`src/hdl/fisr_pkg.sv`:
```
// Shared types, constants and bit helpers for the approximate square root pipeline.
package fisr_pkg;

  localparam logic [31:0] SEED_MAGIC  = 32'h5f3759df;
  localparam logic [31:0] F_HALF      = 32'h3f000000;
  localparam logic [31:0] F_ONE_HALF  = 32'h3fc00000;
  localparam logic [31:0] F_POS_INF   = 32'h7f800000;
  localparam logic [31:0] F_QNAN      = 32'h7fc00000;
  localparam logic [33:0] PACK_OVF    = 34'h07f800000;

  // Item as classified by the front part
  typedef struct packed {
    logic        pos;
    logic [31:0] x;
    logic [31:0] seed;
  } fisr_item_t;

  // Sideband that travels alongside each arithmetic unit
  typedef struct packed {
    logic        vld;
    logic        pos;
    logic [31:0] x;
    logic [31:0] half;
    logic [31:0] y;
  } fisr_side_t;

  // Bit position of the most significant set bit (0 when none)
  function automatic logic [5:0] msb48(input logic [47:0] v);
    logic [5:0] pos;
    pos = '0;
    for (int i = 0; i < 48; i++) begin
      if (v[i]) pos = 6'(i);
    end
    return pos;
  endfunction

  // Leading zeros of a 27-bit word (27 when zero)
  function automatic logic [4:0] lzc27(input logic [26:0] v);
    logic [4:0] n;
    logic       found;
    n     = 5'd27;
    found = 1'b0;
    for (int i = 26; i >= 0; i--) begin
      if (v[i] && !found) begin
        n     = 5'(26 - i);
        found = 1'b1;
      end
    end
    return n;
  endfunction

endpackage

```
`src/hdl/fisr_queue.sv`:
```
// Two-entry queue between the front and back parts.
module fisr_queue (
  input  logic                clk,
  input  logic                rst_n,
  input  logic                push_i,
  input  fisr_pkg::fisr_item_t item_i,
  output logic                ready_o,
  output logic                vld_o,
  input  logic                pop_i,
  output fisr_pkg::fisr_item_t item_o
);
  import fisr_pkg::*;

  fisr_item_t mem_r [2];
  logic       wr_ptr_r;
  logic       rd_ptr_r;
  logic [1:0] cnt_r;

  assign ready_o = (cnt_r != 2'd2);
  assign vld_o   = (cnt_r != 2'd0);
  assign item_o  = mem_r[rd_ptr_r];

  always_ff @(posedge clk) begin
    if (!rst_n) begin
      wr_ptr_r <= 1'b0;
      rd_ptr_r <= 1'b0;
      cnt_r    <= 2'd0;
    end else begin
      if (push_i) wr_ptr_r <= ~wr_ptr_r;
      if (pop_i)  rd_ptr_r <= ~rd_ptr_r;
      unique case ({push_i, pop_i})
        2'b10:   cnt_r <= cnt_r + 2'd1;
        2'b01:   cnt_r <= cnt_r - 2'd1;
        default: cnt_r <= cnt_r;
      endcase
    end
  end

  always_ff @(posedge clk) begin
    if (push_i) mem_r[wr_ptr_r] <= item_i;
  end

endmodule

```
`config.mk`:
```
export PLATFORM = sky130hd
export DESIGN_NAME = fisr_queue
export DESIGN_NICKNAME = d
export VERILOG_FILES = /design/src/hdl/fisr_pkg.sv /design/src/hdl/fisr_queue.sv
export SDC_FILE = /design/constraint.sdc
export NUM_CORES = 1
export LEC_CHECK = 0
export BUFFER_PORTS_ARGS = -buffer_cell sky130_fd_sc_hd__buf_2
export CAP_MARGIN = 5
export CORE_MARGIN = 4
export CORE_UTILIZATION = 47
export DETAILED_ROUTE_END_ITERATION = 8
export MAX_ROUTING_LAYER = met4
export PLACE_DENSITY = 0.76
export RECOVER_POWER = 100
export SLEW_MARGIN = 20
export SYNTH_ARGS = -nofsm -noshare
export SYNTH_HDL_FRONTEND = slang
export SYNTH_SLANG_ARGS = --single-unit
```
`constraint.sdc`:
```
create_clock -name clk -period 3.99 [get_ports clk]
set_input_delay 0.798 -clock clk [delete_from_list [all_inputs] [get_ports clk]]
set_output_delay 0.798 -clock clk [all_outputs]
set_load 0.01 [all_outputs]
```
======== Word level (Yosys, flattened, before mapping) ========
Memory sizes are Yosys's and may differ from the RTL's. A register that Yosys moved wholly into a read port is not among the register bits.
Index checks and enable logic that the tools add are counted.
W data, S select, Z words.
word-level totals
  register bits ........................... 4
  latch bits .............................. 0
  RAM bits ................................ 130
  ROM bits ................................ 0
  input bits .............................. 69
  output and inout bits ................... 67
  word-level logic and storage cells ...... 18
  memories ................................ 1
memory list
  memory  words  width  read ports  clocked after memory_dff  wr ports  line              source
  mem_r   2      65     1           1                         1         fisr_queue.sv:14  fisr_item_t mem_r [2];
operators by class
  $add $sub $neg .......................... 2
  multipliers ............................. 0
  div/mod/pow operators ................... 0
  $lt $le $gt $ge ......................... 0
  eq/ne operators ......................... 3
  shift-type cells ........................ 0
  multiplexer cells ....................... 5
  bitwise gates (word level) .............. 2
  reduce and logical (&&, ||, !) cells .... 2
operators with widths
  operator               count
  $mux W1                4
  $pmux W2 S2            1
  $reduce_bool A2 Y1     2
  $add A2 B1 Y2 const B  1
  $eq A2 B1 Y1 const B   1
  $eq A2 B2 Y1 const B   1
  $ne A2 B2 Y1 const B   1
  $not A1 Y1             2
  $sub A2 B1 Y2 const B  1

======== Longest topological paths before layout ========
  word-level depth ........................ 3
  depth in mapped cells ................... 5
  mapped depth without buffers ............ 5

======== Least setup slack after synthesis ========
Ideal clock, no wire load.
  path type ............................... input -> register
  from .................................... input push_i
  to ...................................... memory mem_r[0][0] (netlist name), enable pin
  library setup time ...................... 491 ps
  arrival time ............................ 3,613 ps
  data required time ...................... 3,499 ps
  slack ................................... -115 ps
  cell stages on the path ................. 2
  cells stage by stage .................... inv_1 > nor2_1
on the way
  cells in the longest elaborated chain, start to end .. 2
RTL lines
  what                           line              source
  start: declaration             fisr_queue.sv:5   input logic push_i,
  $mux W1                        fisr_queue.sv:40  if (push_i) mem_r[wr_ptr_r] <= item_i;
  $mux W1 (implied by the code)  fisr_queue.sv:40
  end: declaration               fisr_queue.sv:14
No other way between the ends.

======== Final worst setup path ========
  from .................................... input push_i
  to ...................................... memory mem_r[0][36] (netlist name), enable pin
The elaborated chain is that of the path after synthesis.

==> results_dict.tcl <==
set metrics [dict create \
    fin_skew_ns 0.00394 \
    arrival_ns 3.23 \
    power_frac_clock 0.439 \
    synthMuxAreaShare 0.149 \
    antenna_cells 0 \
    wl_per_cell_um 16.4 \
    setup_viol 0 \
    peakVddDrop_uv 297 \
    path_delay_family "simple AND/OR/NAND/NOR gates" \
    fmax_mhz 329 \
    num_rows 37 \
    cts-root-buf "clkbuf_8" \
    drv_slew 59 \
    start_util 0.479 \
    path_cells "clkbuf_1 -> inv_1 -> nor2_1 -> buf_12" \
    dr.pass1.iters 4 \
    switching_share 0.202 \
    rsz0062_at_grt "no" \
    power_mw 3.44 \
    clk_latency_ns 0.50 \
    finalWirelength_mm 8.57 \
    seqPwrFrac 0.489 \
    grt_use_met2 0.241 \
    worst-path-buf-inv 3 \
    worstPathRequired_ns 4.18 \
    p_int_mw 2.75 \
    syn_area_um2 4900 \
    die_area_um2 12100 \
    chipWidth_um 110 \
    synth_compound_area_frac 0.00409 \
    antenna_found_initial 0 \
    final.period_utilization 0.761 \
    grt.busiest_layer "met2" \
    io_buffer_count 135 \
    drtIter0Drc 71 \
    grt_usage 0.153 \
    outcome "complete, but fails checks" \
    syn_to_final_growth_pct 26.4 \
    gr-usage-met1 0.176 \
    cts_made_buffers 17 \
    drive_gt1_frac 0.158 \
    power_density_nw_per_um2 556 \
    grt_pass1_vias 2648 \
    postRouteAntennaNets 0 \
    grt_pass1_wl_mm 13.0 \
    io_pins 136 \
    avgViaCountPerCell 4.83 \
    yosysWarnings 0 \
    fin_crit_ns 3.04 \
    clk_path_buf_depth 2 \
    synth_top_family_by_area "multiplexers" \
    synth-seq-cells 135 \
    end_kind "flop" \
    holdPathStages 1 \
    cts_resized 0 \
    cp_max_fo 37 \
    dp_hpwl_mm 5.61 \
    grt-ovfl-total 0 \
    synth.distinct_cells 18 \
    rr_worst_depth 2 \
    final_common_cell "edfxtp_1" \
    grt_max_degree 66 \
    cts_tree "yes" \
    gr-usage-met3 0.0582 \
    violations "max-capacitance violations, max-slew violations" \
    coreArea_um2 10200 \
    critPathLaunchType "primary input" \
    die_y_um 110 \
    p_leak_nw 2.11 \
    cts_hold_buf 0 \
    clock-sinks 135 \
    htree_levels 4 \
    critPathMaxStageDelay_ns 1.91 \
    tns_ns 0 \
    place.gp.congestion 0.699 \
    cts_setup_buffers 0 \
    comb_power_share 0.072 \
    synth-xor-area-share 0.00536 \
    layout.nets 443 \
    relSlewSlack -0.748 \
    synth-simple-area-share 0.0110 \
    slowest_stage "nor2_1" \
    p_sw_mw 0.697 \
    cp_num_cells 4 \
    clkTransAtPathRegs_ns 0.06 \
    synthAdderAreaFrac 0.00255 \
    synth_cells 224 \
    synth_nets 294 \
    crit_type "primary input to flop" \
    drv_cap 2 \
    ys_seq_area_frac 0.817 \
    hold_path_class "primary input to flop" \
    drc_errors 0 \
    num_vias 2514 \
    hold_viol 0 \
    syn_area_per_cell_um2 21.9 \
    final_cell_mix "edfxtp_1 (130), clkbuf_1 (105), mux2_1 (65)" \
    worstMarginPinSlew_ns 2.61 \
]
-- power groups by stage --
stage                     sequential [mW]  clock [mW]  combinational [mW]
final                                1.68        1.51               0.249
after global routing                 1.69        1.63               0.275
after CTS                            1.68        1.55               0.278
after detailed placement             1.71           0               0.275
after global placement               1.71           0               0.269
after floorplan                      1.68           0               0.166
-- area by class of cell --
cell class | instances | area [um2]
fillers | 811 | 4040
flip-flops and latches | 135 | 4010
multi-input cells | 81 | 845
repair buffers | 137 | 587
clock buffers | 19 | 422
well taps | 136 | 170
clock inverters | 12 | 159
inverters | 1 | 3.75
-- stage by stage --
step	hold WS (ns)	util	setup slack (ns)	cell area [um2]	cells
2_1_floorplan	0.465	-	1.02	4900	224
3_3_place_gp	0.484	0.562	1.68	5750	490
3_5_place_dp	0.518	0.562	1.61	5750	490
4_1_cts	0.446	0.619	1.12	6330	521
5_1_grt	0.439	0.605	0.666	6190	521
6_report	0.480	0.605	0.952	6190	521
-- Yosys cell counts (all sizes together) --
cell type / n / area (um2)
edfxtp: 130 / 3900
mux2: 65 / 732
buf: 7 / 47.6
dfxtp: 5 / 100
and2: 4 / 25.0
xnor2: 2 / 17.5
a21boi: 1 / 7.51
ha: 1 / 12.5
inv: 1 / 3.75
nand2b: 1 / 6.26
nor2: 1 / 3.75
nor2b: 1 / 6.26
o21a: 1 / 7.51
o21ai: 1 / 5.00
or2: 1 / 6.26
or3: 1 / 6.26
xor2: 1 / 8.76
-- cell families (layout without fill, tap and decap cells) --
logic type               after synthesis  after routing
XOR/XNOR                               3              3
multiplexers                          65             65
buffers and inverters                  8            169
adder cells (fa/ha/maj)                1              1
AND/OR/NAND/NOR                        9              9
AO/OA/AOI/OAI                          3              3
flip-flops                           135            135
-- path summary, 6_finish.rpt --
path | startpoint | to | slack, ns
max | push_i | mem_r[0][36] | 0.95
max reg2reg | wr_ptr_r | mem_r[0][36] | 1.10
min | item_i[63] | mem_r[0][63] | 0.48
min reg2reg | cnt_r[1] | cnt_r[1] | 0.53
-- registers in the layout (all words and copies together) (netlist names), named ones only --
register	count
cnt_r	2
mem_r	130
wr_ptr_r	1
rd_ptr_r	1
-- layer usage --
metal / part of all wire / vias up
met1: 0.42 / 1224
met4: 0.0090 / 0
li1: - / 1182
met2: 0.50 / 98
met5: 0 / -
met3: 0.072 / 10
Power figures use the tool's default switching activity.
