### src/hdl/fisr_pkg.sv
// Shared types, constants and bit helpers for the approximate square root pipeline.
package fisr_pkg;

  localparam logic [31:0] SEED_MAGIC  = 32'h5f3759df;
  localparam logic [31:0] F_HALF      = 32'h3f000000;
  localparam logic [31:0] F_ONE_HALF  = 32'h3fc00000;
  localparam logic [31:0] F_POS_INF   = 32'h7f800000;
  localparam logic [31:0] F_QNAN      = 32'h7fc00000;
  localparam logic [33:0] PACK_OVF    = 34'h07f800000;

  // Item as classified by the front part
  typedef struct packed {
    logic        pos;
    logic [31:0] x;
    logic [31:0] seed;
  } fisr_item_t;

  // Sideband that travels alongside each arithmetic unit
  typedef struct packed {
    logic        vld;
    logic        pos;
    logic [31:0] x;
    logic [31:0] half;
    logic [31:0] y;
  } fisr_side_t;

  // Bit position of the most significant set bit (0 when none)
  function automatic logic [5:0] msb48(input logic [47:0] v);
    logic [5:0] pos;
    pos = '0;
    for (int i = 0; i < 48; i++) begin
      if (v[i]) pos = 6'(i);
    end
    return pos;
  endfunction

  // Leading zeros of a 27-bit word (27 when zero)
  function automatic logic [4:0] lzc27(input logic [26:0] v);
    logic [4:0] n;
    logic       found;
    n     = 5'd27;
    found = 1'b0;
    for (int i = 26; i >= 0; i--) begin
      if (v[i] && !found) begin
        n     = 5'(26 - i);
        found = 1'b1;
      end
    end
    return n;
  endfunction

endpackage

### src/hdl/fisr_front.sv
// Front stage: accepts input beats, classifies them and forms the seed.
module fisr_front (
  input  logic                clk,
  input  logic                rst_n,
  input  logic                in_valid,
  output logic                in_ready,
  input  logic [31:0]         in_x_bits,
  output logic                push_o,
  input  logic                q_ready_i,
  output fisr_pkg::fisr_item_t item_o
);
  import fisr_pkg::*;

  logic       vld_r;
  fisr_item_t item_r;
  logic       take;

  assign push_o   = vld_r && q_ready_i;
  assign in_ready = !vld_r || q_ready_i;
  assign take     = in_valid && in_ready;
  assign item_o   = item_r;

  always_ff @(posedge clk) begin
    if (!rst_n) begin
      vld_r <= 1'b0;
    end else if (take) begin
      vld_r <= 1'b1;
    end else if (push_o) begin
      vld_r <= 1'b0;
    end
  end

  // positive means sign clear, nonzero and not NaN
  always_ff @(posedge clk) begin
    if (take) begin
      item_r.pos  <= (in_x_bits != 32'd0) && (in_x_bits <= F_POS_INF);
      item_r.x    <= in_x_bits;
      item_r.seed <= SEED_MAGIC - {1'b0, in_x_bits[31:1]};
    end
  end

endmodule

### config.mk
export PLATFORM = sky130hd
export DESIGN_NAME = fisr_front
export DESIGN_NICKNAME = d
export VERILOG_FILES = /design/src/hdl/fisr_pkg.sv /design/src/hdl/fisr_front.sv
export SDC_FILE = /design/constraint.sdc
export NUM_CORES = 1
export LEC_CHECK = 0
export BUFFER_PORTS_ARGS = -buffer_cell sky130_fd_sc_hd__buf_4
export CELL_PAD_IN_SITES_DETAIL_PLACEMENT = 0
export CELL_PAD_IN_SITES_GLOBAL_PLACEMENT = 1
export CORE_ASPECT_RATIO = 0.9
export CORE_MARGIN = 5
export CORE_UTILIZATION = 39
export DETAILED_ROUTE_END_ITERATION = 12
export PLACE_DENSITY = 0.77
export REMOVE_ABC_BUFFERS = 1
export SLEW_MARGIN = 20
export SYNTH_ARGS = -nofsm -noshare
export SYNTH_HDL_FRONTEND = slang
export SYNTH_SLANG_ARGS = --single-unit
export TNS_END_PERCENT = 50
### constraint.sdc
create_clock -name clk -period 2.6 [get_ports clk]
set_input_delay 0.13 -clock clk [delete_from_list [all_inputs] [get_ports clk]]
set_output_delay 0.13 -clock clk [all_outputs]
set_load 0.05 [all_outputs]
# Yosys cells after proc, flatten, opt, wreduce, memory -nomap -nowiden
# Index checks and enable logic that the tools add are counted.
# word_totals
ram_bits	0
input_bits	36
mem_count	0
register_bits	66
rom_bits	0
elab_cells	15
latch_bits	0
out_inout_bits	67
# op_classes
mux	2
div_mod_pow	0
bitwise_logic	0
order_cmp	1
shifts	0
n_eq_ne	0
add_sub_neg	1
n_reduce_logical	7
multipliers	0
# ops
cell	n
$le A32 B31 Y1 const B	1
$reduce_bool A32 Y1	1
$sub A31 B31 Y32 const A	1
$logic_and A1 B1 Y1	3
$mux W1	2
$reduce_bool A2 Y1	1
$logic_not A1 Y1	1
$logic_or A1 B1 Y1	1

# Longest topological paths before layout
# Gate-level depths: netlist of run 1.
# depth
depth_word	4
depth_mapped	6
mapped_depth_nobuf	6

# Worst setup path before layout of run 1
# OpenSTA, ideal clock, no wires.
# synth_path
path_kind	register -> register
startpoint	reg vld_r
endpoint	reg item_r, in the netlist item_o[0] (enable)
setup_slack_ps	-121
t_arrival_ps	2292
n_path_buf	0
setup_time_ps	429
path_stages_with_launch	3
required_ps	2171
synth_period_minus_slack_ps	2721
path_cell_list	dfxtp_1 nand2b_1 and2_1
# synth_via
elab_chain_cells	3
# synth_rtl
element	line_no	source
from (decl)	fisr_front.sv:14	logic vld_r;
from (signal assigned)	fisr_front.sv:25	vld_r <= 1'b0;
from (signal assigned)	fisr_front.sv:27	vld_r <= 1'b1;
from (signal assigned)	fisr_front.sv:29	vld_r <= 1'b0;
$logic_not A1 Y1	fisr_front.sv:19	assign in_ready = !vld_r || q_ready_i;
$logic_or A1 B1 Y1	fisr_front.sv:19	
net in_ready	fisr_front.sv:6	output logic in_ready,
$logic_and A1 B1 Y1	fisr_front.sv:20	assign take = in_valid && in_ready;
net take	fisr_front.sv:16	logic take;
to (decl)	fisr_front.sv:15	fisr_item_t item_r;
# The timed path passes the listed nets, and every way through them passes these cells.
# A chain may end at the register's enable or synchronous reset.

# Final worst setup path of run 1
# layout_path
startpoint	in in_x_bits[7]
endpoint	reg item_r, in the netlist item_o[27], data pin
# layout_via
elab_chain_cells	1
# layout_rtl
element	line_no	source
from (decl)	fisr_front.sv:7	input logic [31:0] in_x_bits,
$sub A31 B31 Y32	fisr_front.sv:38	item_r.seed <= SEED_MAGIC - {1'b0, in_x_bits[31:1]};
# Every way passes these cells.

==> flow_metrics.py, run 1 <==
metrics = {
    "route": {
        "wl_per_cell_um": 15.8,
        "drtPass1Iterations": 4,
        "drc": 0,
        "wl_um": 6780,
        "vias": 2147,
        "vias_per_cell": 5.00,
        "postRouteAntennaNets": 0,
        "drt_first_iter_violations": 106,
    },
    "layout": {
        "final_cell_area_mm2": 0.00416,
        "fin_util": 0.585,
        "fillCellCount": 582,
        "drive_above_1_share": 0.375,
        "final_cells": 429,
        "synthToLayoutAreaGrowth_pct": 44.3,
        "nets": 369,
        "diodes": 0,
    },
    "yosys": {
        "yosysSeqAreaShare": 0.674,
        "synth_cell_types": 48,
        "synthDominantCellAreaShare": 0.667,
        "synth_largest_area_cell": "edfxtp_1",
        "ys_dominant_reg_cell": "edfxtp_1",
        "mappedNetlistArea_mm2": 0.00288,
        "synth_edf_count": 64,
        "synth.top_cells.by_count": "64 x edfxtp_1, 14 x inv_1, 10 x nand2_1, 10 x xnor2_1, 10 x xor2_1",
        "yosysMostFrequentCell": "edfxtp_1",
        "synth_warnings": 0,
        "synthCells": 206,
        "avgSynthCellArea_um2": 14.0,
        "async_flop_share": 0,
        "yosys_register_bits": 65,
        "synth_area_leaders": "edfxtp_1 67%, xnor2_1 3.0%, xor2_1 3.0%",
    },
    "global_routing": {
        "grt_remaining_overflow": 0,
        "antenna_found_initial": 0,
        "grt_max_degree": 38,
        "grt_pass1_wl_um": 10800,
        "grt_pass1_vias": 2091,
        "grt_usage": 0.154,
    },
    "clocking": {
        "cts.sinks": 65,
        "cts_root_buffer": "clkbuf_8",
        "clock_latency_ns": 0.34,
        "clockBufferDepth": 2,
        "cts_tree": "yes",
        "cts_resized": 0,
        "cts_htree_levels": 3,
        "clk_pin_slew_ns": 0.07,
        "cts_buffers": 9,
    },
    "pwr": {
        "p_leak_nw": 1.62,
        "switching_power_mw": 0.800,
        "clkPwrFrac": 0.356,
        "p_int_mw": 2.07,
        "max-vdd-ir-drop_mv": 0.510,
        "fin_total_pwr_mw": 2.87,
        "power_density_mw_per_mm2": 689,
        "netSwitchingFraction": 0.279,
        "pwr-share-seq": 0.440,
        "power_frac_comb": 0.205,
    },
    "sta": {
        "worst_pin_slew_ns": 0.781,
        "fin_ws_ns": 0.453,
        "relSlewSlack": 0.476,
        "hold_viol": 0,
        "rsz0062_at_grt": "no",
        "slew_violations": 0,
        "fmax_mhz": 466,
        "period_minus_slack_ns": 2.15,
        "fin_worst_skew_ns": 0.00450,
        "finalCritPeriodShare": 0.826,
        "setup_viol": 0,
        "timing.hold.ws_ns": 0.0267,
        "fin_tns_setup_ns": 0,
    },
    "critical_path": {
        "r2r_slack_ns": 1.25,
        "worstPathMaxFanout": 8,
        "arrival_ns": 2.23,
        "crit_start": "in_x_bits[7]",
        "endpoint_kind": "flop",
        "r2r_cells": 3,
        "required_ns": 2.68,
        "worstSetupPathType": "primary input to flop",
        "r2r_end": "item_o[25]$_DFFE_PP_",
        "crit_end": "item_o[27]$_DFFE_PP_",
        "reg2reg_from": "vld_r$_SDFFE_PN0P_",
        "worst_setup_path_start_kind": "primary input",
    },
    "placement": {
        "dp.cells": 397,
        "finalWeightedCongestion": 0.857,
        "port_buffers": 102,
        "dp_hpwl_um": 4950,
        "dpl-instance-area_mm2": 0.00376,
        "dp_slack_ns": 0.651,
    },
    "flow_run": {
        "maxCapViolCount": 0,
    },
    "hold_path": {
        "worstHoldPathType": "primary input to flop",
    },
    "floorplan": {
        "rows": 29,
        "die_height_um": 91.6,
        "core_area_mm2": 0.00711,
        "die_w_um": 101,
        "io_pins": 103,
        "dieArea_mm2": 0.00921,
        "initial_core_util": 0.405,
    },
    "run_status": {
        "status": "completed",
    },
}
-- critical path, stage by stage --
cell,delay (ns)
dlygate4sd3_1,0.54
buf_4,0.14
ha_1,0.17
nand3_1,0.22
a2111oi_4,0.66
o21ai_0,0.19
xor2_1,0.17
-- cells by family (layout without fill, tap and decap cells) --
group           Yosys count  count (layout)  share of synthesized area
flops                    65              65                      0.674
xor+xnor                 20              20                     0.0608
compound gates           37              37                      0.107
fa+ha+maj                 2               2                    0.00868
buf+inv                  21             151                     0.0291
simple gates             61              61                      0.121
-- power groups by stage --
stage | clock network, mW | registers [mW] | logic, mW
2_1_floorplan | 0 | 1.53 | 0.109
3_3_place_gp | 0 | 1.28 | 0.569
3_5_place_dp | 0 | 1.28 | 0.572
4_1_cts | 1.05 | 1.26 | 0.586
5_1_grt | 1.10 | 1.27 | 0.620
6_report | 1.02 | 1.26 | 0.587
-- cell type report --
type,instances,area [um^2],area share
clock inverter,6,115,0.0277
sequential,65,1940,0.467
timing repair buffer,121,948,0.228
tap,93,116,0.0280
clock buffer,10,128,0.0307
inverter,14,52.6,0.0126
multi-input combinational,120,858,0.206
-- repair_timing --
action | 4_1_cts | 5_1_grt
setup endpoints to repair | 0 | 0
endpoints found under the hold margin | 11 | 5
buffers inserted | 0 | 0
hold buffers | 11 | 5
-- registers in the layout, indices dropped and copies added (netlist names) --
| name | count |
|---|---|
| item_o | 64 |
| vld_r | 1 |
-- layout by cell type, fill, tap and decap left out, types with 9 or more instances in the layout --
master         instances
xor2_1                10
clkbuf_8               9
nand2_1               10
dlygate4sd3_1         16
xnor2_1               10
edfxtp_1              64
inv_1                 14
buf_4                105
-- per-layer routing --
metal | part of all wire | vias to the layer above | track usage | wire length [um]
li1 | - | 1041 | - | -
met5 | 0 | - | 0 | 0
met1 | 0.41 | 1009 | 0.188 | 2800
met4 | 0.0094 | 0 | 0.0404 | 64
met3 | 0.096 | 7 | 0.0674 | 650
met2 | 0.48 | 90 | 0.247 | 3260
-- worst min path at each step --
stage                           endpoint  cells after the start          start  slack (ns)
floorplan           item_o[32]$_DFFE_PP_                      0   in_x_bits[0]        0.23
global placement    item_o[32]$_DFFE_PP_                      1   in_x_bits[0]        0.32
detailed placement  item_o[32]$_DFFE_PP_                      1   in_x_bits[0]        0.32
CTS                 item_o[40]$_DFFE_PP_                      1   in_x_bits[8]     0.00007
global route        item_o[47]$_DFFE_PP_                      1  in_x_bits[15]      0.0008
finish              item_o[47]$_DFFE_PP_                      1  in_x_bits[15]        0.03
Note: power is estimated with default switching activity, not from simulation.
==> run 2: changes to the inputs <==
- CORE_UTILIZATION: 39 -> 35
- PLACE_DENSITY: 0.77 -> 0.72
- clock period: 2.6 -> 1.72 ns (I/O delays scaled with it)
==> run 2 against run 1 <==
Count of clock-buffer cells in the layout unchanged. Largest power group unchanged. Cell area up 6.1%. Sequential power up 52%. Highest routed layer unchanged. First-iteration DRC count up 2.8%. Non-clock buffer count up 25. Critical path type unchanged. Largest cell class unchanged.
==> flow_metrics.py, run 2 (same netlist as run 1, synthesis figures left out) <==
metrics = {
    "clocking": {
        "cts_htree_levels": 3,
        "clk_pin_slew_ns": 0.07,
        "clock_latency_ns": 0.34,
        "cts_buffers": 9,
        "cts.sinks": 65,
        "clockBufferDepth": 2,
        "cts_tree": "yes",
        "cts_root_buffer": "clkbuf_8",
    },
    "pwr": {
        "p_leak_nw": 1.73,
        "power_density_mw_per_mm2": 970,
        "netSwitchingFraction": 0.295,
        "switching_power_mw": 1.26,
        "fin_total_pwr_mw": 4.28,
        "pwr-share-seq": 0.445,
        "power_frac_comb": 0.220,
        "clkPwrFrac": 0.334,
        "max-vdd-ir-drop_mv": 0.629,
        "p_int_mw": 3.02,
    },
    "sta": {
        "rsz0062_at_grt": "yes",
        "worst_pin_slew_ns": 0.548,
        "hold_viol": 0,
        "timing.hold.ws_ns": 0.0251,
        "fin_ws_ns": 0.0387,
        "fmax_mhz": 595,
        "slew_violations": 0,
        "setup_viol": 0,
        "period_minus_slack_ns": 1.68,
        "fin_worst_skew_ns": 0.00841,
        "relSlewSlack": 0.625,
        "finalCritPeriodShare": 0.977,
        "fin_tns_setup_ns": 0,
    },
    "placement": {
        "finalWeightedCongestion": 0.803,
        "dp_slack_ns": 0.0369,
        "port_buffers": 102,
        "dp.cells": 411,
        "dpl-instance-area_mm2": 0.00384,
        "dp_hpwl_um": 5300,
    },
    "layout": {
        "largest_reg_flops": 64,
        "multiInputGateArea_um2": 886,
        "diodes": 0,
        "fillCellCount": 703,
        "synthToLayoutAreaGrowth_pct": 53.1,
        "nets": 394,
        "mostFrequentLayoutCells": "113 x buf_4, 64 x edfxtp_1, 32 x dlygate4sd3_1",
        "final_common_cell": "buf_4",
        "final_cells": 460,
        "final_cell_area_mm2": 0.00441,
        "fin_util": 0.550,
        "drive_above_1_share": 0.380,
        "seqCellArea_mm2": 0.00194,
    },
    "floorplan": {
        "dieArea_mm2": 0.0102,
        "initial_core_util": 0.359,
        "io_pins": 103,
        "die_w_um": 106,
        "die_height_um": 96.1,
        "rows": 31,
        "core_area_mm2": 0.00803,
    },
    "critical_path": {
        "required_ns": 1.86,
        "slowest_stage": "dlygate4sd3_1",
        "cpPeakStageDelay_ns": 0.54,
        "critical_path.most_common_cell": "buf_4",
        "worstPathMaxFanout": 6,
        "worstSetupPathType": "primary input to flop",
        "endpoint_kind": "flop",
        "worst_setup_path_start_kind": "primary input",
        "arrival_ns": 1.83,
        "cp_cell_sequence": "dlygate4sd3_1 -> buf_4 -> nor4_4 -> a2111oi_4 -> buf_4 -> o311ai_0",
    },
    "route": {
        "vias_per_cell": 4.91,
        "wl_um": 7640,
        "drt_first_iter_violations": 109,
        "drc": 0,
        "drtPass1Iterations": 4,
        "wl_per_cell_um": 16.6,
        "vias": 2258,
        "postRouteAntennaNets": 0,
    },
    "global_routing": {
        "grt_usage": 0.153,
        "grt_pass1_vias": 2246,
        "antenna_found_initial": 0,
        "grt_pass1_wl_um": 11800,
        "grt_max_degree": 43,
        "grt_remaining_overflow": 0,
    },
    "run_status": {
        "status": "completed",
    },
    "flow_run": {
        "maxCapViolCount": 0,
    },
    "hold_path": {
        "worstHoldPathType": "primary input to flop",
    },
}
## run 2: cell types whose count changed in the layout (fill, tap and decap cells not counted), sizes merged
| cell | previous run | this run |
|---|---|---|
| clkinvlp | 1 | 2 |
| clkinv | 1 | 2 |
| inv | 15 | 14 |
| bufinv | 3 | 2 |
| buf | 105 | 114 |
| dlygate4sd3 | 16 | 32 |
## run 2: path summary, 6_finish.rpt
| kind | start | end | slack [ns] | cells past startpoint |
|---|---|---|---|---|
| max | in_x_bits[10] | item_o[23]$_DFFE_PP_ | 0.04 | 6 |
| max reg2reg | vld_r$_SDFFE_PN0P_ | item_o[47]$_DFFE_PP_ | 0.48 | 3 |
| min reg2reg | vld_r$_SDFFE_PN0P_ | item_o[30]$_DFFE_PP_ | 1.00 | 3 |
| min | in_x_bits[21] | item_o[53]$_DFFE_PP_ | 0.03 | 1 |
## run 2: area by class of cell
type,instances,area share
sequential,65,0.440
timing repair buffer,146,0.269
multi-input combinational,120,0.201
clock buffer,10,0.0289
tap,99,0.0281
clock inverter,6,0.0210
inverter,14,0.0119
## run 2: power groups by stage
stage | clock network [mW] | logic, mW | registers, mW
final | 1.43 | 0.943 | 1.91
after global routing | 1.55 | 0.995 | 1.92
after CTS | 1.47 | 0.943 | 1.91
after detailed placement | 0 | 0.883 | 1.94
after global placement | 0 | 0.877 | 1.94
after floorplan | 0 | 0.165 | 2.31
## run 2: what timing repair did
action                                  in CTS  in global routing
endpoints found under the hold margin       35                  0
endpoints found under the setup margin       0                  7
gates resized for setup                      0                  4
hold buffers                                32                  0
setup buffers                                0                  1
## run 2: critical path: cells and delay by family
family | cells | cell delay [ns]
and+or+nand+nor | 1 | 0.40
AOI/OAI and AO/OA | 2 | 0.44
buffers and inverters | 3 | 0.89
## run 2: metal layers
metal	track usage	part of all wire
met4	0.0453	0.0085
met5	0	0
met1	0.193	0.45
met2	0.246	0.47
met3	0.0584	0.073
